## config.mk

```make
export PLATFORM = sky130hd
export DESIGN_NAME = cartridge_bank_and_irq_timer_flat
export DESIGN_NICKNAME = d
export VERILOG_FILES = /design/src/rtl/cbt_pkg.sv /design/src/rtl/cbt_in_if.sv /design/src/rtl/cbt_out_if.sv /design/src/rtl/cbt_timer.sv /design/src/rtl/cartridge_bank_and_irq_timer.sv /design/src/flat_wrapper.sv
export SDC_FILE = /design/constraint.sdc
export NUM_CORES = 1
export LEC_CHECK = 0
export ABC_CLOCK_PERIOD_IN_PS = 2670
export BUFFER_PORTS_ARGS = -buffer_cell sky130_fd_sc_hd__buf_4
export CORE_MARGIN = 8
export CORE_UTILIZATION = 44
export CTS_CLUSTER_DIAMETER = 50
export CTS_CLUSTER_SIZE = 12
export DETAILED_ROUTE_END_ITERATION = 12
export SYNTH_ARGS = -nofsm -noshare
export SYNTH_HDL_FRONTEND = slang
export SYNTH_SLANG_ARGS = --single-unit
```

## constraint.sdc

```tcl
create_clock -name clk -period 2.67 [get_ports clk]
set_input_delay 0.534 -clock clk [delete_from_list [all_inputs] [get_ports clk]]
set_output_delay 0.534 -clock clk [all_outputs]
set_load 0.05 [all_outputs]
```

## src/rtl/cbt_pkg.sv

```systemverilog
// Package for the cartridge bank and IRQ timer block.
// Holds opcodes, register offsets, sizes and the structs shared by the modules.
// No dependencies.
package cbt_pkg;

	// Number of program window bank registers
	localparam int BANK_SLOTS = 8;
	localparam int BANK_IDX_W = $clog2(BANK_SLOTS);

	// Item opcodes
	typedef enum logic [1:0] {
		OP_WRITE = 2'd0,
		OP_READ  = 2'd1,
		OP_TICK  = 2'd2,
		OP_DOT   = 2'd3
	} op_t;

	// Register offsets within the 0x4000 page
	localparam logic [7:0] OFF_PORT_A = 8'h16;
	localparam logic [7:0] OFF_PORT_B = 8'h26;
	localparam logic [7:0] OFF_PCM    = 8'h27;
	localparam logic [7:0] OFF_MASK   = 8'h32;
	localparam logic [7:0] OFF_STATUS = 8'h33;
	localparam logic [7:0] OFF_CTRL   = 8'h34;
	localparam logic [7:0] OFF_RELOAD = 8'h35;
	localparam logic [7:0] OFF_COUNT  = 8'h36;
	localparam logic [7:0] OFF_BANK   = 8'h40;

	// Timer control bits
	localparam int CTRL_EN_BIT     = 7;
	localparam int CTRL_REPEAT_BIT = 6;
	localparam int CTRL_LINE_BIT   = 5;

	// Scanline clocking starts at this dot
	localparam logic [8:0] LINE_CLK_DOT = 9'd280;

	// Board variant that takes bank bit 8 from port B
	localparam logic [1:0] VARIANT_PORT_B = 2'd1;

	// Reset values
	localparam logic [7:0] MASK_RESET   = 8'hFF;
	localparam logic [7:0] PORT_B_RESET = 8'h80;

	// One word as it enters the timer
	typedef struct packed {
		logic       step;
		op_t        op;
		logic [7:0] off;
		logic [7:0] wd;
		logic [8:0] line;
		logic [8:0] dot;
	} cbt_cmd_t;

	// Timer register values after the current word
	typedef struct packed {
		logic [7:0] ctrl;
		logic [7:0] reload;
		logic [7:0] count;
		logic       flag;
	} cbt_tmr_t;

endpackage

```

## src/rtl/cbt_in_if.sv

```systemverilog
// Input channel of the cartridge bank and IRQ timer block.
// Valid/ready handshake with the command word fields; depends on nothing.
interface cbt_in_if;
	logic       valid;
	logic       ready;
	logic [1:0] opcode;
	logic [7:0] reg_offset;
	logic [7:0] write_data;
	logic [2:0] bank_slot;
	logic [8:0] scanline;
	logic [8:0] ppu_dot;

	modport source (
		output valid, opcode, reg_offset, write_data, bank_slot, scanline, ppu_dot,
		input  ready
	);
	modport sink (
		input  valid, opcode, reg_offset, write_data, bank_slot, scanline, ppu_dot,
		output ready
	);
endinterface

```

## src/rtl/cbt_out_if.sv

```systemverilog
// Result channel of the cartridge bank and IRQ timer block.
// Valid/ready handshake with the result word fields; depends on nothing.
interface cbt_out_if;
	logic       valid;
	logic       ready;
	logic [7:0] read_data;
	logic       read_claimed;
	logic       irq_asserted;
	logic [8:0] bank_number;
	logic [7:0] audio_level;

	modport source (
		output valid, read_data, read_claimed, irq_asserted, bank_number, audio_level,
		input  ready
	);
	modport sink (
		input  valid, read_data, read_claimed, irq_asserted, bank_number, audio_level,
		output ready
	);
endinterface

```

## src/rtl/cbt_timer.sv

```systemverilog
// Prescaled IRQ down-counter with its control, reload and flag registers.
// Uses cbt_pkg; updated once per word that leaves the input stage.
module cbt_timer
	import cbt_pkg::*;
(
	input  logic     clk,
	input  logic     arst_n,
	input  cbt_cmd_t cmd,
	output cbt_tmr_t nxt
);

	logic [7:0] ctrl_q;
	logic [7:0] reload_q;
	logic [7:0] count_q;
	logic [7:0] presc_q;
	logic [8:0] last_line_q;
	logic       flag_q;

	logic [7:0] presc_n;
	logic [8:0] last_line_n;
	logic [7:0] presc_inc;
	logic [7:0] count_dec;
	logic       clk_en;

	assign presc_inc = presc_q + 8'd1;
	assign count_dec = count_q - 8'd1;

	// Next state for one word
	always_comb begin
		nxt.ctrl    = ctrl_q;
		nxt.reload  = reload_q;
		nxt.count   = count_q;
		nxt.flag    = flag_q;
		presc_n     = presc_q;
		last_line_n = last_line_q;
		clk_en      = 1'b0;
		unique case (cmd.op)
			OP_WRITE: begin
				if (cmd.off == OFF_MASK) begin
					if (cmd.wd[7]) nxt.flag = 1'b0;
				end else if (cmd.off == OFF_CTRL) begin
					nxt.ctrl = cmd.wd;
					if (!cmd.wd[CTRL_EN_BIT]) nxt.flag = 1'b0;
				end else if (cmd.off == OFF_RELOAD) begin
					nxt.reload = cmd.wd;
					nxt.count  = 8'd0;
					nxt.flag   = 1'b0;
				end
			end
			OP_READ: begin
			end
			OP_TICK: begin
				clk_en = !ctrl_q[CTRL_LINE_BIT];
			end
			OP_DOT: begin
				if (cmd.dot >= LINE_CLK_DOT && cmd.line != last_line_q
						&& ctrl_q[CTRL_LINE_BIT]) begin
					last_line_n = cmd.line;
					clk_en      = 1'b1;
				end
			end
			default: begin
			end
		endcase

		// Prescaler and counter; never in the same word as a write
		if (clk_en && ctrl_q[CTRL_EN_BIT]) begin
			presc_n = presc_inc;
			if (presc_inc >= {4'd0, ctrl_q[3:0]}) begin
				presc_n = 8'd0;
				if (count_q == 8'd0) begin
					nxt.count = reload_q;
				end else begin
					nxt.count = count_dec;
					if (count_dec == 8'd0) begin
						nxt.flag = 1'b1;
						if (!ctrl_q[CTRL_REPEAT_BIT]) nxt.ctrl[CTRL_EN_BIT] = 1'b0;
					end
				end
			end
		end
	end

	always_ff @(posedge clk or negedge arst_n) begin
		if (!arst_n) begin
			ctrl_q      <= 8'd0;
			reload_q    <= 8'd0;
			count_q     <= 8'd0;
			presc_q     <= 8'd0;
			last_line_q <= 9'd0;
			flag_q      <= 1'b0;
		end else if (cmd.step) begin
			ctrl_q      <= nxt.ctrl;
			reload_q    <= nxt.reload;
			count_q     <= nxt.count;
			presc_q     <= presc_n;
			last_line_q <= last_line_n;
			flag_q      <= nxt.flag;
		end
	end

endmodule

```

## src/rtl/cartridge_bank_and_irq_timer.sv

```systemverilog
// Cartridge bank and IRQ timer register block, top level.
// Uses cbt_pkg, cbt_in_if, cbt_out_if and cbt_timer.
//
// Every command word (CPU write, CPU read, CPU cycle tick or PPU dot event)
// yields exactly one result word with read data, read claim, IRQ line, the
// 9-bit bank number of the requested window and the PCM level, all taken after
// the word's own register update. Result valid rises once the word has passed
// the input register and then the result register: one input register, one
// result register, with the whole register update done between them. One
// word is taken per cycle while the result side keeps up; the input register
// holds one more word while a result waits. The user must write board_variant
// through cfg_we/cfg_wdata only while the block is idle; the block itself does
// not enforce this.
module cartridge_bank_and_irq_timer
	import cbt_pkg::*;
(
	input  logic       clk,
	input  logic       arst_n,
	input  logic       cfg_we,
	input  logic [1:0] cfg_wdata,
	cbt_in_if.sink     cmd,
	cbt_out_if.source  res
);

	// Input stage
	logic       valid_s1;
	op_t        op_s1;
	logic [7:0] off_s1;
	logic [7:0] wd_s1;
	logic [2:0] slot_s1;
	logic [8:0] line_s1;
	logic [8:0] dot_s1;

	// Result stage
	logic       valid_s2;
	logic [7:0] rdata_s2;
	logic       claimed_s2;
	logic       irq_s2;
	logic [8:0] bank_s2;
	logic [7:0] audio_s2;

	// Block registers; bank registers kept twice, one copy per read port
	logic [1:0] variant_q;
	logic [7:0] bank_rd_q  [BANK_SLOTS];
	logic [7:0] bank_win_q [BANK_SLOTS];
	logic [7:0] pcm_q;
	logic [7:0] mask_q;
	logic [7:0] port_a_q;
	logic [7:0] port_b_q;

	logic [7:0] bank_win_n [BANK_SLOTS];
	logic [7:0] pcm_n;
	logic [7:0] mask_n;
	logic [7:0] port_a_n;
	logic [7:0] port_b_n;

	logic                  advance;
	logic                  step;
	logic                  bank_hit;
	logic [BANK_IDX_W-1:0] bank_idx;
	logic [BANK_IDX_W-1:0] win_idx;
	logic [7:0]            rdata;
	logic                  claimed;
	logic                  high_bit;
	cbt_cmd_t              tcmd;
	cbt_tmr_t              tnxt;

	// Handshake: stage 1 moves on when the result register is free
	assign advance   = !valid_s2 || res.ready;
	assign step      = valid_s1 && advance;
	assign cmd.ready = !valid_s1 || advance;

	always_ff @(posedge clk or negedge arst_n) begin
		if (!arst_n) begin
			valid_s1 <= 1'b0;
		end else if (cmd.ready) begin
			valid_s1 <= cmd.valid;
		end
	end

	always_ff @(posedge clk) begin
		if (cmd.ready && cmd.valid) begin
			op_s1   <= op_t'(cmd.opcode);
			off_s1  <= cmd.reg_offset;
			wd_s1   <= cmd.write_data;
			slot_s1 <= cmd.bank_slot;
			line_s1 <= cmd.scanline;
			dot_s1  <= cmd.ppu_dot;
		end
	end

	// Board variant register
	always_ff @(posedge clk or negedge arst_n) begin
		if (!arst_n) begin
			variant_q <= 2'd0;
		end else if (cfg_we) begin
			variant_q <= cfg_wdata;
		end
	end

	// Timer
	assign tcmd.step = step;
	assign tcmd.op   = op_s1;
	assign tcmd.off  = off_s1;
	assign tcmd.wd   = wd_s1;
	assign tcmd.line = line_s1;
	assign tcmd.dot  = dot_s1;

	cbt_timer u_timer (
		.clk    (clk),
		.arst_n (arst_n),
		.cmd    (tcmd),
		.nxt    (tnxt)
	);

	// Bank register decode
	assign bank_hit = off_s1 >= OFF_BANK
		&& {1'b0, off_s1} < 9'(int'(OFF_BANK) + BANK_SLOTS);
	assign bank_idx = BANK_IDX_W'(off_s1 - OFF_BANK);
	assign win_idx  = BANK_IDX_W'({2'd0, slot_s1} % 5'(BANK_SLOTS));

	// Write decode for the plain registers
	always_comb begin
		bank_win_n = bank_win_q;
		pcm_n      = pcm_q;
		mask_n     = mask_q;
		port_a_n   = port_a_q;
		port_b_n   = port_b_q;
		if (op_s1 == OP_WRITE) begin
			if (bank_hit) begin
				bank_win_n[bank_idx] = wd_s1;
			end else begin
				unique case (off_s1)
					OFF_PORT_A: port_a_n = wd_s1;
					OFF_PORT_B: port_b_n = wd_s1;
					OFF_PCM:    pcm_n    = wd_s1;
					OFF_MASK:   mask_n   = wd_s1;
					default: begin
					end
				endcase
			end
		end
	end

	always_ff @(posedge clk or negedge arst_n) begin
		if (!arst_n) begin
			for (int i = 0; i < BANK_SLOTS; i++) begin
				bank_rd_q[i]  <= 8'(i);
				bank_win_q[i] <= 8'(i);
			end
			pcm_q    <= 8'd0;
			mask_q   <= MASK_RESET;
			port_a_q <= 8'd0;
			port_b_q <= PORT_B_RESET;
		end else if (step) begin
			bank_rd_q  <= bank_win_n;
			bank_win_q <= bank_win_n;
			pcm_q      <= pcm_n;
			mask_q     <= mask_n;
			port_a_q   <= port_a_n;
			port_b_q   <= port_b_n;
		end
	end

	// Read decode; a read changes no register, so timer next values are current
	always_comb begin
		rdata   = 8'd0;
		claimed = 1'b0;
		if (op_s1 == OP_READ) begin
			claimed = 1'b1;
			if (bank_hit) begin
				rdata = bank_rd_q[bank_idx];
			end else begin
				unique case (off_s1)
					OFF_PCM:    rdata = pcm_q;
					OFF_MASK:   rdata = mask_q;
					OFF_STATUS: rdata = {tnxt.flag, 7'd0};
					OFF_CTRL:   rdata = tnxt.ctrl;
					OFF_RELOAD: rdata = tnxt.reload;
					OFF_COUNT:  rdata = tnxt.count;
					default:    claimed = 1'b0;
				endcase
			end
		end
	end

	// Bank bit 8 source depends on the board variant
	assign high_bit = (variant_q == VARIANT_PORT_B) ? port_b_n[7] : port_a_n[1];

	// Result register
	always_ff @(posedge clk or negedge arst_n) begin
		if (!arst_n) begin
			valid_s2 <= 1'b0;
		end else if (advance) begin
			valid_s2 <= valid_s1;
		end
	end

	always_ff @(posedge clk) begin
		if (step) begin
			rdata_s2   <= rdata;
			claimed_s2 <= claimed;
			irq_s2     <= tnxt.flag && !mask_n[7];
			bank_s2    <= {high_bit, bank_win_n[win_idx]};
			audio_s2   <= pcm_n;
		end
	end

	assign res.valid        = valid_s2;
	assign res.read_data    = rdata_s2;
	assign res.read_claimed = claimed_s2;
	assign res.irq_asserted = irq_s2;
	assign res.bank_number  = bank_s2;
	assign res.audio_level  = audio_s2;

endmodule

```

## src/flat_wrapper.sv

```systemverilog
// flat-port wrapper written by rule: the top's interface ports become plain ports
module cartridge_bank_and_irq_timer_flat import cbt_pkg::*;
  (clk, arst_n, cfg_we, cfg_wdata, cmd_valid, cmd_opcode, cmd_reg_offset, cmd_write_data, cmd_bank_slot, cmd_scanline, cmd_ppu_dot, cmd_ready, res_valid, res_read_data, res_read_claimed, res_irq_asserted, res_bank_number, res_audio_level, res_ready);
  cbt_in_if cmd_i ();
  cbt_out_if res_i ();
  input  logic clk;
  input  logic arst_n;
  input  logic cfg_we;
  input  logic [1:0] cfg_wdata;
  input wire logic [$bits(cmd_i.valid)-1:0] cmd_valid;
  input wire logic [$bits(cmd_i.opcode)-1:0] cmd_opcode;
  input wire logic [$bits(cmd_i.reg_offset)-1:0] cmd_reg_offset;
  input wire logic [$bits(cmd_i.write_data)-1:0] cmd_write_data;
  input wire logic [$bits(cmd_i.bank_slot)-1:0] cmd_bank_slot;
  input wire logic [$bits(cmd_i.scanline)-1:0] cmd_scanline;
  input wire logic [$bits(cmd_i.ppu_dot)-1:0] cmd_ppu_dot;
  output wire logic [$bits(cmd_i.ready)-1:0] cmd_ready;
  output wire logic [$bits(res_i.valid)-1:0] res_valid;
  output wire logic [$bits(res_i.read_data)-1:0] res_read_data;
  output wire logic [$bits(res_i.read_claimed)-1:0] res_read_claimed;
  output wire logic [$bits(res_i.irq_asserted)-1:0] res_irq_asserted;
  output wire logic [$bits(res_i.bank_number)-1:0] res_bank_number;
  output wire logic [$bits(res_i.audio_level)-1:0] res_audio_level;
  input wire logic [$bits(res_i.ready)-1:0] res_ready;
  assign cmd_i.valid = cmd_valid;
  assign cmd_i.opcode = cmd_opcode;
  assign cmd_i.reg_offset = cmd_reg_offset;
  assign cmd_i.write_data = cmd_write_data;
  assign cmd_i.bank_slot = cmd_bank_slot;
  assign cmd_i.scanline = cmd_scanline;
  assign cmd_i.ppu_dot = cmd_ppu_dot;
  assign cmd_ready = cmd_i.ready;
  assign res_valid = res_i.valid;
  assign res_read_data = res_i.read_data;
  assign res_read_claimed = res_i.read_claimed;
  assign res_irq_asserted = res_i.irq_asserted;
  assign res_bank_number = res_i.bank_number;
  assign res_audio_level = res_i.audio_level;
  assign res_i.ready = res_ready;
  cartridge_bank_and_irq_timer u_core (.clk(clk), .arst_n(arst_n), .cfg_we(cfg_we), .cfg_wdata(cfg_wdata), .cmd(cmd_i), .res(res_i));
endmodule
```

[After elaboration in Yosys (flattened, before gate mapping)]
Cells that the tools add are included.
Widths: inputs -> output; s select.
Storage, ports and cells
  input port bits: 46
  flip-flop bits (word level): 202
  word-level logic and storage cells: 134
  output and inout bits: 29
Operators by class
  reductions and logical operators: 23
  bitwise operators: 3
  $add $sub $neg: 3
  muxes and demuxes: 50
  equality and inequality tests: 13
  magnitude comparators: 7
Operators with widths (count)
  $mux 8: 18
  $mux 64: 2
  $bwmux 64: 1
  $eq 8x6->1 const B: 7
  $bmux 8 s3: 2
  $pmux 8 s6: 1
  $mux 25: 1
  $demux 8 s3: 1
  $mux 24: 1
  $mux 9: 2
  $mux 17: 1
  $logic_not 8->1: 2
  $mux 16: 1
  $mux 1: 15
  $reduce_and 4->1: 3
  $ge 9x9->1 const B: 1
  $ne 9x9->1: 1
  $add 8x1->8 const B: 1
  $eq 8x5->1 const B: 1
  $ge 4x4->1 const B: 2
  $ge 8x4->1: 1
  $ge 8x7->1 const B: 1
  $logic_and 1x1->1: 8
  $lt 8x7->1 const B: 1
  other kinds (15): 24

[Longest topological paths before layout]
  word-level depth: 12
  gate-level depth with buffers: 9
  mapped depth without buffers: 9

[Modules after synthesis]
From an unflattened synthesis, not the netlist that was laid out.
Second synthesis, totals
  cells, all modules: 832
  area, all modules: 10363.7 sq um
By module, submodules not included
  cartridge_bank_and_irq_timer: cells each 562, instances 1, sequential area each 4160.2 sq um, area an instance 7656.1 sq um
  cbt_timer: cells each 270, instances 1, sequential area each 1051.0 sq um, area an instance 2707.6 sq um

[Worst setup path after synthesis]
No wires, ideal clock.
  kind: register to register
  start point: reg u_core.valid_s2, in the netlist u_core.res.valid
  end point: reg u_core.audio_s2[0], in the netlist u_core.res.audio_level[0] (enable)
  setup time: 0.402 ns
  clock period less this slack: 2.634 ns
  slack: 0.036 ns
  cell stages (with the launch flop): 6
  arrival time: 2.233 ns
  required time: 2.268 ns
  path buffers: 2
  cells stage by stage: dfrtp_1 nand2b_1 nand2_1 inv_1 clkbuf_1 buf_1
On the way
  cells in the longest elaborated chain, start to end: 3
Ends and longest elaborated chain
  start: declaration: RTL line cartridge_bank_and_irq_timer.sv:35  | logic valid_s2;
  start signal: assignment: RTL line cartridge_bank_and_irq_timer.sv:195  | valid_s2 <= valid_s1;
  $logic_not 1->1: RTL line cartridge_bank_and_irq_timer.sv:69  | assign advance = !valid_s2 || res.ready;
  $logic_or 1x1->1: RTL line cartridge_bank_and_irq_timer.sv:69
  $logic_and 1x1->1: RTL line cartridge_bank_and_irq_timer.sv:70  | assign step = valid_s1 && advance;
  net u_core.step: RTL line cartridge_bank_and_irq_timer.sv:58  | logic step;
  end signal: assignment: RTL line cartridge_bank_and_irq_timer.sv:205  | audio_s2 <= pcm_n;
  end: declaration: RTL line cartridge_bank_and_irq_timer.sv:40  | logic [7:0] audio_s2;
The timed path passes the listed nets, and every way through them passes these cells.
A chain may end at the register's enable or synchronous reset.

[Final worst setup path]
  start point: reg u_core.u_timer.count_q[0]
  end point: reg u_core.rdata_s2[7], in the netlist u_core.res.read_data[7] (data pin)
On the way
  cells in the longest elaborated chain, start to end: 8
  elaborated cells on any way between the ends: 14
  those cells by class: add/sub: 1; mux: 11; reduce/logical: 2
Ends and longest elaborated chain
  start: declaration: RTL line cbt_timer.sv:14  | logic [7:0] count_q;
  start signal: assignment: RTL line cbt_timer.sv:95  | count_q <= nxt.count;
  $sub 8x1->8: RTL line cbt_timer.sv:26  | assign count_dec = count_q - 8'd1;
  $logic_not 8->1: RTL line cbt_timer.sv:75  | if (count_dec == 8'd0) begin
  $mux 1: RTL line cbt_timer.sv:75
  $mux 1: RTL line cbt_timer.sv:71  | if (count_q == 8'd0) begin
  $mux 1 / $mux 9 (equally long branches): RTL line cbt_timer.sv:69  | if (presc_inc >= {4'd0, ctrl_q[3:0]}) begin
  $mux 1 / $mux 9 (equally long branches): RTL line cbt_timer.sv:67  | if (clk_en && ctrl_q[CTRL_EN_BIT]) begin
  $pmux 8 s6 (*): RTL line cartridge_bank_and_irq_timer.sv:174  | unique case (off_s1)
  $mux 8 (*): RTL line cartridge_bank_and_irq_timer.sv:171  | if (bank_hit) begin
  end signal: assignment: RTL line cartridge_bank_and_irq_timer.sv:201  | rdata_s2 <= rdata;
  end: declaration: RTL line cartridge_bank_and_irq_timer.sv:36  | logic [7:0] rdata_s2;
Every way passes the cells marked *; elsewhere a longest branch is shown, timed or not.

==> summary.md <==
| Metric | Value |
|---|---|
| Sink Count | 191 |
| Relative slew slack | 41.6% |
| RSZ-0062 raised after global routing | no |
| Min Tclk post-route | 2.53 ns |
| Crit start category | register |
| Die Y | 167 µm |
| Leak | 5.20 nW |
| Final Wtd Congestion | 0.865 |
| Setup violations, final | 0 |
| Vias in the first global route | 7205 |
| Routed WL per cell | 22.1 µm |
| Drt via density | 5.80 |
| Area grow syn2layout | 17.0% |
| DRT Pass-1 Iters | 4 |
| Highest-delay cell along the critical path | dfrtp_1 |
| CTS root buf | clkbuf_16 |
| Gr ovfl total | 0 |
| Critical Path RT | 2.83 ns |
| Syn Inst Count | 789 |
| Top Ports | 75 |
| Achievable Freq | 395 MHz |
| Drt drc | 0 |
| TNS Setup | 0 ns |
| PortBufs | 71 |
| Launching point of the worst reg2reg path | u_core.u_timer.count_q[0] |
| Setup WS pre-CTS | 0.188 ns |
| Total CTS buffers | 17 |
| Reg2reg end | u_core.res.read_data[7] |
| Width of the die | 167 µm |
| Final wirelength | 26.0 mm |
| Core ar. | 0.0225 mm² |
| Final worst setup slack | 0.136 ns |
| Slew Viols, Final | 0 |
| Nets | 933 |
| Syn nets | 843 |
| Skew final | 0.00925 ns |
| Starting Density | 44.6% |
| H-tree depth | 4 |
| Hold_buf cts | 0 |
| Reg2reg setup slack | 0.14 ns |
| DR vias | 6832 |
| Worst skew pair latency | 0.44 ns |
| Synth area leaders | dfrtp_1 (27%), edfxtp_1 (19%), mux2_2 (11%) |
| Delay of the slowest critical-path stage | 0.47 ns |
| Most used cell, CP | a31oi_1 |
| Post-synth EDFFs | 63 |
| Reg clk slew, reported paths | 0.07 ns |
| Post-synth ARST share | 67.0% |
| TritonCTS clock tree | yes |
| Post-synthesis cell area | 0.0100 mm² |
| Critical path capture point type | register |
| First-pass GRT wire length | 40.8 mm |
| Final Hold Violating Endpoints | 0 |
| Antenna-violating nets left | 0 |
| Clock Path Buffers | 2 |
| Average cell area after synthesis | 12.7 µm² |
| Total GRT Usage | 18.9% |
| Crit path DAT | 2.70 ns |
| Top-area cell type share of the netlist area | 26.7% |
| Synth area leader | dfrtp_1 |
| Largest net degree at the start of global routing | 42 |
| Actual slew at the worst max-slew pin | 0.876 ns |
| Status | completed |
| Share of cells above drive strength 1 | 36.3% |
| # diodes | 0 |
| Sequential area share after synthesis | 51.0% |
| Total die area | 0.0279 mm² |
| #FFs+latches synth | 191 |
| Ys flop type | dfrtp_1 |
| PwrDens | 561 mW/mm² |
| Post-synthesis cell type count | 72 |
| WS Path Type | register to register |
| CP max FO | 7 |
| Post CTS Setup Buffer Count | 0 |
| Worst path cell trace | or2_2 > o41ai_1 > o2111ai_1 > nor4_1 > a31oi_1 > o2bb2ai_1 > a31oi_1 |
| DR iter-0 viols | 503 |
| R2r worst-path depth | 7 |
| Peak VDD IR | 0.351 mV |
| Initial antenna violation count | 0 |
| HPWL after DPL | 18.2 mm |
| Number of warning messages in the yosys log | 0 |
| Row count | 55 |
| Worst min path class | input port to async pin |
| Max Cap Viol | 0 |
| Fin crit share | 94.9% |
[where the power goes]
part | internal (mW) | total, mW | switching, mW | leakage, nW
clock network | 1.44 | 2.62 | 1.19 | 0.287
logic | 0.277 | 0.705 | 0.429 | 2.61
registers | 3.15 | 3.27 | 0.116 | 2.30
[stage by stage]
step                util [%]  total power [mW]  hold WS, ns  instances  cell area, µm²
floorplan                  -              3.74        0.238        789           10000
global placement        49.6              4.01        0.473       1145           11200
detailed placement      49.6              4.04        0.482       1145           11200
CTS                     52.2              6.67        0.107       1177           11700
global route            52.2              6.84        0.130       1177           11700
finish                  52.2              6.59       0.0953       1177           11700
[final cells by class]
cell class / instances / area (µm²)
multi-input combinational: 535 / 4640
inverter: 9 / 33.8
fill: 1917 / 10800
sequential: 191 / 5120
clock inverter: 12 / 148
timing repair buffer: 125 / 1000
clock buffer: 20 / 447
tap: 285 / 357
[synthesized netlist by cell type, types with 3 or more instances]
library cell and count:
edfxtp_1 63, a31oi_1 6, mux2_2 95, dfstp_2 21
nand2b_1 12, o22ai_1 5, o21ai_1 5, buf_4 4
o21ai_0 30, a221oi_1 4, nand3_1 13, mux2_1 16
nor3_2 3, ha_1 8, inv_1 9, a22oi_1 10
nand2_1 76, nor3_1 7, mux2i_1 72, xnor2_1 13
nor2_1 23, nand2_2 4, a22o_1 4, nor2b_1 5
a211oi_1 3, buf_2 14, and2_1 9, dfrtp_1 107
clkbuf_1 30, a21oi_1 20, mux4_2 30, a21o_1 3
nand4_1 7, buf_1 5
[state kept, by name (all words and copies together) (netlist names), 9 cells and up]
name,count
u_core.bank_rd_q,56
u_core.res.bank_number,9
u_core.line_s1,9
u_core.u_timer.last_line_q,9
[cells in the final DEF, fill, tap and decap left out, types with 3 or more instances in the layout]
cell type,instances
nor2b_1,5
inv_1,8
dfrtp_1,107
inv_8,4
a211oi_1,3
mux2_2,95
clkbuf_16,17
nor2_1,23
a21o_1,3
nand3_1,13
edfxtp_1,63
nand2_2,4
and2_1,8
nand4_1,7
dfstp_2,21
o22ai_1,5
buf_12,5
o21ai_0,30
nand2_1,76
a21oi_1,20
nor3_1,7
xnor2_1,13
mux4_2,30
buf_4,120
nor3_2,3
a22oi_1,10
mux2_1,16
a221oi_1,4
a22o_1,4
mux2i_1,72
a31oi_1,6
o21ai_1,5
ha_1,8
nand2b_1,12
[metal layers]
metal / global-route usage [%] / vias to the layer above / wire, µm
met1: 23.7 / 3488 / 11100
met4: 6.78 / 0 / 658
met2: 32.2 / 179 / 13100
met5: 0 / - / 0
met3: 3.40 / 44 / 1100
li1: - / 3121 / -
[repair_timing]
| action | CTS | global route |
|---|---|---|
| resized for setup | 0 | 1 |
| endpoints found under the hold margin | 0 | 0 |
| endpoints found under the setup margin | 0 | 4 |
[how the worst max path moves through the flow]
stage / startpoint / endpoint / slack, ns / depth (start not counted)
floorplan: u_core.res.valid / u_core.res.audio_level[0] / 0.04 / 5
detailed placement: u_core.off_s1[3] / u_core.res.bank_number[3] / 0.19 / 7
CTS: u_core.u_timer.presc_q[1] / u_core.res.read_data[0] / 0.15 / 9
finish: u_core.u_timer.count_q[0] / u_core.res.read_data[7] / 0.14 / 7
global placement: u_core.off_s1[3] / u_core.res.bank_number[3] / 0.18 / 8
global route: u_core.u_timer.presc_q[0] / u_core.res.read_data[4] / 0.03 / 9
[critical path: cells and delay by family (launching register included)]
family	cells	cell delay (ns)
compound gates	5	1.01
flops	1	0.47
simple gates	2	0.78
[kinds of logic after synthesis]
| family | after synthesis | synth area share (%) |
|---|---|---|
| and+or+nand+nor | 185 | 10.1 |
| buffers and inverters | 63 | 2.79 |
| DFF | 191 | 51.0 |
| adders and majority gates | 8 | 0.997 |
| AOI/OAI and AO/OA | 114 | 7.40 |
| xor gates and xnor gates | 15 | 1.31 |
| muxes | 213 | 26.4 |
No activity file was read; power rests on OpenSTA's default activity.
